==> src/rtl/core/blms_pkg.sv <==
// Shared constants, opcodes, controller states and control structs for the LED matrix scanner.
`timescale 1ns / 1ps

package blms_pkg;

  localparam int COLUMNS = 16;
  localparam int ROWS    = 8;
  localparam int CELLS   = COLUMNS * ROWS;

  localparam int COL_W  = (COLUMNS > 1) ? $clog2(COLUMNS) : 1;
  localparam int ROW_W  = (ROWS > 1) ? $clog2(ROWS) : 1;
  localparam int ADDR_W = (CELLS > 1) ? $clog2(CELLS) : 1;

  localparam int COORD_W     = 8;
  localparam int COLOR_W     = 8;
  localparam int CELL_W      = 2 * COLOR_W;
  localparam int COL_SEL_W   = 4;
  localparam int ROW_IDX_W   = 3;
  localparam int CFG_IDX_W   = 1;
  localparam int CFG_DATA_W  = 8;
  localparam logic [7:0] SCAN_PERIOD_RST = 8'd100;

  typedef enum logic [2:0] {
    OP_TICK      = 3'd0,
    OP_SET       = 3'd1,
    OP_CLEAR     = 3'd2,
    OP_READ      = 3'd3,
    OP_CLEAR_ALL = 3'd4
  } op_t;

  typedef enum logic [CFG_IDX_W-1:0] {
    REG_SCAN_ENABLE = 1'd0,
    REG_SCAN_PERIOD = 1'd1
  } reg_idx_t;

  typedef enum logic [0:0] {
    KIND_SCAN  = 1'b0,
    KIND_REPLY = 1'b1
  } kind_t;

  typedef enum logic [2:0] {
    ST_IDLE,
    ST_RD_WAIT,
    ST_SCAN_RD,
    ST_SCAN_RED,
    ST_SCAN_GREEN
  } state_t;

  typedef struct packed {
    logic accept;
    logic scan_rd;
    logic load_red;
    logic load_green;
    logic load_reply;
  } cmd_t;

  typedef struct packed {
    logic scan_fire;
    logic op_read;
    logic out_free;
    logic row_last;
  } status_t;

endpackage

==> src/rtl/core/blms_ram.sv <==
// Generic single-write, single-read RAM with registered read data.
`timescale 1ns / 1ps

module blms_ram #(
  parameter int WIDTH  = 16,
  parameter int DEPTH  = 128,
  parameter int ADDR_W = (DEPTH > 1) ? $clog2(DEPTH) : 1
) (
  input  logic              clk,
  input  logic              wr_en,
  input  logic [ADDR_W-1:0] wr_addr,
  input  logic [WIDTH-1:0]  wr_data,
  input  logic              rd_en,
  input  logic [ADDR_W-1:0] rd_addr,
  output logic [WIDTH-1:0]  rd_data
);

  logic [WIDTH-1:0] mem [DEPTH];

  always_ff @(posedge clk) begin
    if (wr_en) begin
      mem[wr_addr] <= wr_data;
    end
    if (rd_en) begin
      rd_data <= mem[rd_addr];
    end
  end

endmodule

==> src/rtl/core/blms_ctrl.sv <==
// Controller state machine: sequences pixel read replies and column scan bursts.
`timescale 1ns / 1ps

module blms_ctrl
  import blms_pkg::*;
(
  input  logic    clk,
  input  logic    rst,
  input  logic    in_valid,
  output logic    in_stall,
  input  status_t st,
  output cmd_t    cmd
);

  state_t state, state_next;

  always_ff @(posedge clk) begin
    if (rst) begin
      state <= ST_IDLE;
    end else begin
      state <= state_next;
    end
  end

  always_comb begin
    state_next = state;
    cmd        = '0;
    in_stall   = 1'b1;
    unique case (state)
      ST_IDLE: begin
        in_stall   = 1'b0;
        cmd.accept = in_valid;
        if (in_valid) begin
          if (st.scan_fire) begin
            state_next = ST_SCAN_RD;
          end else if (st.op_read) begin
            state_next = ST_RD_WAIT;
          end
        end
      end
      ST_RD_WAIT: begin
        if (st.out_free) begin
          cmd.load_reply = 1'b1;
          state_next     = ST_IDLE;
        end
      end
      ST_SCAN_RD: begin
        cmd.scan_rd = 1'b1;
        state_next  = ST_SCAN_RED;
      end
      ST_SCAN_RED: begin
        if (st.out_free) begin
          cmd.load_red = 1'b1;
          state_next   = ST_SCAN_GREEN;
        end
      end
      ST_SCAN_GREEN: begin
        if (st.out_free) begin
          cmd.load_green = 1'b1;
          state_next     = st.row_last ? ST_IDLE : ST_SCAN_RD;
        end
      end
      default: begin
        state_next = ST_IDLE;
      end
    endcase
  end

endmodule

==> src/rtl/core/blms_dp.sv <==
// Datapath: frame store, scan timer, column pointer, row counter and output register.
`timescale 1ns / 1ps

module blms_dp
  import blms_pkg::*;
(
  input  logic                  clk,
  input  logic                  rst,
  input  cmd_t                  cmd,
  output status_t               st,
  input  logic [2:0]            opcode,
  input  logic [COORD_W-1:0]    x_coord,
  input  logic [COORD_W-1:0]    y_coord,
  input  logic [COLOR_W-1:0]    red_in,
  input  logic [COLOR_W-1:0]    green_in,
  input  logic                  cfg_we,
  input  logic [CFG_IDX_W-1:0]  cfg_index,
  input  logic [CFG_DATA_W-1:0] cfg_data,
  output logic                  out_valid,
  input  logic                  out_stall,
  output logic                  kind,
  output logic [COL_SEL_W-1:0]  column_select,
  output logic                  serial_bit,
  output logic                  bit_is_green,
  output logic [ROW_IDX_W-1:0]  row_index,
  output logic                  last,
  output logic [COLOR_W-1:0]    pixel_red,
  output logic [COLOR_W-1:0]    pixel_green,
  output logic                  pixel_blank
);

  logic             scan_enable;
  logic [7:0]       tick_limit;
  logic [7:0]       tick_count;
  logic [COL_W-1:0] col_ptr;
  logic [COL_W-1:0] col_ptr_next;
  logic [ROW_W-1:0] row;
  logic [CELLS-1:0] cell_vld;

  logic              in_range;
  logic [ADDR_W-1:0] pix_addr;
  logic [ADDR_W-1:0] scan_addr;
  logic [ADDR_W-1:0] rd_addr;
  logic              rd_en;
  logic              wr_en;
  logic [CELL_W-1:0] rd_data;
  logic              rd_vld;
  logic              rd_inr;
  logic [CELL_W-1:0] cell_word;
  logic [7:0]        sel_wide;
  logic [7:0]        row_wide;

  assign in_range  = (x_coord < 8'(COLUMNS)) && (y_coord < 8'(ROWS));
  assign pix_addr  = ADDR_W'(ADDR_W'(x_coord) * ADDR_W'(ROWS) + ADDR_W'(y_coord));
  assign scan_addr = ADDR_W'(ADDR_W'(col_ptr) * ADDR_W'(ROWS) + ADDR_W'(row));

  assign wr_en   = cmd.accept && in_range && (opcode == OP_SET);
  assign rd_en   = cmd.scan_rd || (cmd.accept && (opcode == OP_READ));
  assign rd_addr = cmd.scan_rd ? scan_addr : pix_addr;

  blms_ram #(
    .WIDTH (CELL_W),
    .DEPTH (CELLS)
  ) u_frame (
    .clk     (clk),
    .wr_en   (wr_en),
    .wr_addr (pix_addr),
    .wr_data ({green_in, red_in}),
    .rd_en   (rd_en),
    .rd_addr (rd_addr),
    .rd_data (rd_data)
  );

  // Entries never written since reset or clear-all read as zero.
  assign cell_word = rd_vld ? rd_data : '0;

  assign col_ptr_next = (col_ptr == COL_W'(COLUMNS - 1)) ? '0 : col_ptr + 1'b1;

  assign st.scan_fire = (opcode == OP_TICK) && scan_enable && !(tick_count < tick_limit);
  assign st.op_read   = (opcode == OP_READ);
  assign st.out_free  = !out_valid || !out_stall;
  assign st.row_last  = (row == ROW_W'(ROWS - 1));

  assign sel_wide = 8'(COLUMNS - 1) - 8'(col_ptr);
  assign row_wide = 8'(row);

  // Cell valid bits, scan timer, column pointer, row counter and config registers.
  always_ff @(posedge clk) begin
    if (rst) begin
      cell_vld    <= '0;
      scan_enable <= 1'b0;
      tick_limit  <= SCAN_PERIOD_RST;
      tick_count  <= '0;
      col_ptr     <= '0;
      row         <= '0;
    end else begin
      if (cmd.accept) begin
        unique case (opcode)
          OP_TICK: begin
            if (scan_enable) begin
              if (tick_count < tick_limit) begin
                tick_count <= tick_count + 8'd1;
              end else begin
                tick_count <= '0;
                col_ptr    <= col_ptr_next;
                row        <= '0;
              end
            end
          end
          OP_SET: begin
            if (in_range) begin
              cell_vld[pix_addr] <= 1'b1;
            end
          end
          OP_CLEAR: begin
            if (in_range) begin
              cell_vld[pix_addr] <= 1'b0;
            end
          end
          OP_CLEAR_ALL: begin
            cell_vld <= '0;
          end
          default: begin
          end
        endcase
      end
      if (cmd.load_green) begin
        row <= row + 1'b1;
      end
      if (cfg_we) begin
        unique case (cfg_index)
          REG_SCAN_ENABLE: begin
            scan_enable <= cfg_data[0];
            tick_count  <= '0;
          end
          REG_SCAN_PERIOD: begin
            tick_limit <= cfg_data;
          end
          default: begin
          end
        endcase
      end
    end
  end

  // Side info that travels with the registered RAM read.
  always_ff @(posedge clk) begin
    if (rd_en) begin
      rd_vld <= cmd.scan_rd ? cell_vld[scan_addr] : (in_range && cell_vld[pix_addr]);
    end
    if (cmd.accept) begin
      rd_inr <= in_range;
    end
  end

  always_ff @(posedge clk) begin
    if (rst) begin
      out_valid <= 1'b0;
    end else if (cmd.load_red || cmd.load_green || cmd.load_reply) begin
      out_valid <= 1'b1;
    end else if (!out_stall) begin
      out_valid <= 1'b0;
    end
  end

  always_ff @(posedge clk) begin
    if (cmd.load_red || cmd.load_green) begin
      kind          <= KIND_SCAN;
      column_select <= sel_wide[COL_SEL_W-1:0];
      serial_bit    <= cmd.load_green ? (|cell_word[CELL_W-1:COLOR_W]) :
                                        (|cell_word[COLOR_W-1:0]);
      bit_is_green  <= cmd.load_green;
      row_index     <= row_wide[ROW_IDX_W-1:0];
      last          <= cmd.load_green && st.row_last;
      pixel_red     <= '0;
      pixel_green   <= '0;
      pixel_blank   <= 1'b0;
    end else if (cmd.load_reply) begin
      kind          <= KIND_REPLY;
      column_select <= '0;
      serial_bit    <= 1'b0;
      bit_is_green  <= 1'b0;
      row_index     <= '0;
      last          <= 1'b1;
      pixel_red     <= cell_word[COLOR_W-1:0];
      pixel_green   <= cell_word[CELL_W-1:COLOR_W];
      pixel_blank   <= rd_inr && (cell_word == '0);
    end
  end

endmodule

==> src/rtl/core/bicolor_led_matrix_scanner_top.sv <==
// Top level of the red/green LED matrix frame buffer and column scanner.
`timescale 1ns / 1ps

// Frame buffer of COLUMNS x ROWS red/green pixels with a column scan engine.
// Set, clear and clear-all items produce no beat. A read item returns one
// reply beat and stalls the input until that beat is loaded. A tick that
// fires the scan timer starts a burst of 2*ROWS beats (red then green per
// row); each row takes one frame RAM read and two output loads, and the
// input stays stalled for the whole burst plus any output stall. The frame
// RAM has one read port, which sets the per-row pace. Clear-all clears the
// per-cell valid bits; no clearing pass runs after reset. Config writes are
// always taken (cfg_ready high) and must only be issued while the block is
// idle.
module bicolor_led_matrix_scanner_top
  import blms_pkg::*;
(
  input  logic                  clk,
  input  logic                  rst,
  input  logic                  in_valid,
  output logic                  in_stall,
  input  logic [2:0]            opcode,
  input  logic [COORD_W-1:0]    x_coord,
  input  logic [COORD_W-1:0]    y_coord,
  input  logic [COLOR_W-1:0]    red_in,
  input  logic [COLOR_W-1:0]    green_in,
  input  logic                  cfg_valid,
  output logic                  cfg_ready,
  input  logic [CFG_IDX_W-1:0]  cfg_index,
  input  logic [CFG_DATA_W-1:0] cfg_data,
  output logic                  out_valid,
  input  logic                  out_stall,
  output logic                  kind,
  output logic [COL_SEL_W-1:0]  column_select,
  output logic                  serial_bit,
  output logic                  bit_is_green,
  output logic [ROW_IDX_W-1:0]  row_index,
  output logic                  last,
  output logic [COLOR_W-1:0]    pixel_red,
  output logic [COLOR_W-1:0]    pixel_green,
  output logic                  pixel_blank
);

  cmd_t    cmd;
  status_t st;

  assign cfg_ready = 1'b1;

  blms_ctrl u_ctrl (
    .clk      (clk),
    .rst      (rst),
    .in_valid (in_valid),
    .in_stall (in_stall),
    .st       (st),
    .cmd      (cmd)
  );

  blms_dp u_dp (
    .clk           (clk),
    .rst           (rst),
    .cmd           (cmd),
    .st            (st),
    .opcode        (opcode),
    .x_coord       (x_coord),
    .y_coord       (y_coord),
    .red_in        (red_in),
    .green_in      (green_in),
    .cfg_we        (cfg_valid && cfg_ready),
    .cfg_index     (cfg_index),
    .cfg_data      (cfg_data),
    .out_valid     (out_valid),
    .out_stall     (out_stall),
    .kind          (kind),
    .column_select (column_select),
    .serial_bit    (serial_bit),
    .bit_is_green  (bit_is_green),
    .row_index     (row_index),
    .last          (last),
    .pixel_red     (pixel_red),
    .pixel_green   (pixel_green),
    .pixel_blank   (pixel_blank)
  );

endmodule
==> config.mk <==
export PLATFORM = sky130hd
export DESIGN_NAME = bicolor_led_matrix_scanner_top
export DESIGN_NICKNAME = d
export VERILOG_FILES = /design/src/rtl/core/blms_pkg.sv /design/src/rtl/core/blms_ram.sv /design/src/rtl/core/blms_ctrl.sv /design/src/rtl/core/blms_dp.sv /design/src/rtl/core/bicolor_led_matrix_scanner_top.sv
export SDC_FILE = /design/constraint.sdc
export NUM_CORES = 2
export LEC_CHECK = 0
export ABC_AREA = 1
export BUFFER_PORTS_ARGS = -buffer_cell sky130_fd_sc_hd__buf_2
export CELL_PAD_IN_SITES_DETAIL_PLACEMENT = 0
export CELL_PAD_IN_SITES_GLOBAL_PLACEMENT = 1
export CORE_AREA = 8 8 608 311
export CTS_BUF_LIST = sky130_fd_sc_hd__clkbuf_8
export CTS_CLUSTER_SIZE = 8
export DETAILED_ROUTE_END_ITERATION = 8
export DIE_AREA = 0 0 616 319
export HOLD_SLACK_MARGIN = 0.12
export PLACE_DENSITY = 0.82
export SLEW_MARGIN = 20
export SYNTH_ARGS = -nofsm -noshare
export SYNTH_HDL_FRONTEND = slang
export SYNTH_HIERARCHICAL = 1
export SYNTH_SLANG_ARGS = --single-unit
==> constraint.sdc <==
create_clock -name clk -period 3.84 [get_ports clk]
set_input_delay 0.576 -clock clk [delete_from_list [all_inputs] [get_ports clk]]
set_output_delay 0.576 -clock clk [all_outputs]
set_load 0.05 [all_outputs]
==> metrics.md <==
| Metric | Value |
|---|---|
| Run status | finished, final reports clean |
| Later-pin clock latency in the skew report | 0.97 ns |
| Setup CP Type | reg2reg |
| Multi-input gate area | 25600 sq um |
| TritonCTS clock tree | yes |
| RSZ-0062 raised after global routing | false |
| First-pass GRT wire length | 455 mm |
| Worst-path fanout max | 54 |
| Sequential Area | 65800 sq um |
| Top cell by count, worst path | nand3_1 |
| CP max stage cell | nand3_1 |
| Grt met2 use | 38.8% |
| Final RePlAce weighted congestion | 0.988 |
| Hpwl dp | 195 mm |
| Largest net degree at the start of global routing | 87 |
| FF+latch count, synth | 2250 |
| Commonest non-fill, non-tap cell in the layout | nand2_1 |
| Number of CTS-inserted buffers | 334 |
| Final period util | 99.1% |
| Worst Setup End Kind | flip-flop |
| Drt drc | 0 |
| Mean number of vias per cell | 6.13 |
| Fill cell count | 14800 |
| Area grow syn2layout | 11.2% |
| Fin. Hold Viols | 0 |
| Core area | 181000 sq um |
| Startpoint types | flip-flop |
| Die area | 197000 sq um |
| Pwr/cell area | 578 nW/um^2 |
| Sequential-to-total area share from yosys stat | 69.4% |
| Clk_skew | 0.0756 ns |
| Slew Viols, Final | 0 |
| # rows | 111 |
| Final Critical Period | 3.80 ns |
| Final Util | 58.3% |
| Max incr delay on CP | 0.68 ns |
| Layout cells sized above 1 | 10.1% |
| GR Util met3 | 14.3% |
| GRT Total Usage | 31.1% |
| Peak supply drop | 0.421 mV |
| DRT Pass-1 Iters | 8 |
| Final wirelength | 314 mm |
| Slew headroom | 24.4% |
| Root buffer selected by CTS | clkbuf_8 |
| Die Ht | 319 microns |
| GR Overflow Total | 0 |
| Vias in the first global route | 65300 |
| Post-synth net total | 8886 |
| Met1 Use GR | 48.3% |
| CP cell instances | inv_2, nand3_2, inv_2, buf_4, nand2_1, o21ai_4, buf_12, inv_8, buf_12, nand3_1, nand3_1, nand3_1, nand3_1, nand3_1, nand3_1, nand2_1 |
| Mean post-synth cell area | 10.7 sq um |
| Synth cell types | 39 |
| DR vias | 71500 |
| Clk sink count | 2250 |
| # H-tree levels | 5 |
| Die width | 616 microns |
| IO Pins | 80 |
| Commonest non-fill, non-tap cells in the layout | nand2_1, nand3_1, edfxtp_1 |
| Warnings from Yosys | 6 |
| Most used routing layer | met1 |
| Achievable Freq | 263 MHz |
| Clock transition at the registers of the reported paths | 0.07 ns |
| Leak Pwr | 38.4 nW |
| Max-cap violation count | 0 |
| Initial Util | 52.4% |
| DR WL/cell | 27.0 microns |
| Final net count | 9164 |
| CTS max path bufs | 4 |
| Finished Cell Area | 105000 sq um |
| Worst slew pin tran | 1.13 ns |
| Dpl cell area | 99900 sq um |
| Worst hold path type | in2reg |
| Final setup fails | 0 |
| Cell area after synthesis | 94800 sq um |
| Post-synthesis cell count | 8822 |
| CP Data Arrival Time | 4.48 ns |
| CP required | 4.52 ns |
| Antenna viol nets, final | 0 |
| Antenna violations before repair | 9 |
| Initial DRC count | 11800 |
| Port Buf Inserts | 78 |
## worst max-delay path: cells and delay by family, from the launching register on
kind                   cells  cell delay, ns
AO/OA/AOI/OAI              1            0.09
buffers and inverters      6            1.09
AND/OR/NAND/NOR            9            1.77
flip-flops                 1            0.43
## flip-flops by register name (all words and copies together), names as in the netlist
signal and count:
u_dp/col_ptr 4, u_dp/bit_is_green 1, u_ctrl/state 3, u_dp/serial_bit 1
u_dp/last 1, u_dp/out_valid 1, u_dp/u_frame/rd_data 16, u_dp/u_frame/mem 2048
u_dp/rd_inr 1, u_dp/pixel_red 8, u_dp/cell_vld 128, u_dp/column_select 4
u_dp/kind 1, u_dp/row_index 3, u_dp/row 3, u_dp/tick_count 8
u_dp/pixel_blank 1, u_dp/scan_enable 1, u_dp/pixel_green 8, u_dp/tick_limit 8
u_dp/rd_vld 1
## synthesized netlist by cell type
master       n  area (sq um)
nor3_2       3          30.0
nand2_1   2798         10500
a41oi_1      1          8.76
inv_1      121           454
ha_1        14           175
buf_2      264          1320
buf_1       53           199
nand4_1      4          25.0
a31oi_1     36           225
and2_1       2          12.5
o21ai_0    144           721
o211ai_1     3          22.5
fa_1         1          20.0
o21ai_1     30           150
buf_8        1          15.0
a211oi_1     2          15.0
a21o_1       1          7.51
conb_1       1          3.75
a21oi_1    117           586
nor2_2       2          12.5
nor3_4       1          16.3
clkbuf_1   182           683
nor4_1       2          12.5
inv_4        1          6.26
clkinv_1     6          22.5
nor2_1     437          1640
nand2_2      7          43.8
mux2i_1      1          10.0
nor3_1      75           375
nand3_1   2140         10700
xnor2_1      4          35.0
o41ai_1      3          26.3
buf_4       76           571
dfxtp_1    174          3480
xor2_1       4          35.0
or2_2        2          12.5
inv_2       10          37.5
edfxtp_1  2076         62300
buf_6       23           259
## worst paths after layout
kind,end,from,cells after the start,slack (ns)
min,u_dp/u_frame/mem[110][0],red_in[0],1,0.21
max,u_dp/u_frame/rd_data[12],u_ctrl/state[2],16,0.04
min reg2reg,u_dp/tick_limit[3],u_dp/tick_limit[3],2,0.46
max reg2reg,u_dp/u_frame/rd_data[12],u_ctrl/state[2],16,0.04
## through the flow
step / TNS [ns] / worst slack [ns] / total power, mW / instances / hold slack [ns]
after floorplan: 0 / 0.677 / 36.7 / 8822 / 0.435
after global placement: -0.417 / -0.144 / 43.4 / 11200 / 0.453
after global routing: 0 / 0.0490 / 62.9 / 11600 / 0.156
final: 0 / 0.0361 / 61.0 / 11700 / 0.210
after CTS: 0 / 0.00686 / 60.3 / 11600 / 0.120
after detailed placement: -0.132 / -0.0825 / 43.5 / 11200 / 0.458
## kinds of logic (layout without fill, tap and decap cells)
family                     Yosys count  in the layout  synth area share (%)
DFF                               2250           2250                  69.4
other                                1             10               0.00395
and+or+nand+nor                   5473           5473                  24.7
xor gates and xnor gates             8              8                0.0739
adders and majority gates           15             15                 0.206
AOI/OAI and AO/OA                  337            337                  1.86
buffers and inverters              737           1134                  3.76
muxes                                1              1                0.0106
## power breakdown
group	leakage (nW)	internal (mW)	switching, mW
sequential	20.1	27.1	0.363
combinational	15.3	4.15	12.3
clock	2.94	8.02	9.03
## metal layers
metal	vias to the layer above	wire length (microns)
li1	31300	-
met1	34600	132000
met2	5079	119000
met3	479	56700
met4	2	6920
met5	-	7
## area by class of cell
type | instances | area share [%]
flip-flops and latches | 2250 | 62.4
clock inverters | 115 | 0.484
repair buffers | 541 | 4.97
inverters | 138 | 0.525
diodes | 9 | 0.0214
clock buffers | 340 | 4.44
multi-input cells | 5835 | 24.3
well taps | 2429 | 2.88
## repair_timing
action,4_1_cts,5_1_grt
hold buffers,24,1
setup buffers,1,0
gates cloned,0,0
endpoints found under the setup margin,6,16
pin swaps,1,0
endpoints found under the hold margin,18,20
gates resized for setup,7,14
No activity file was read; power rests on OpenSTA's default activity.
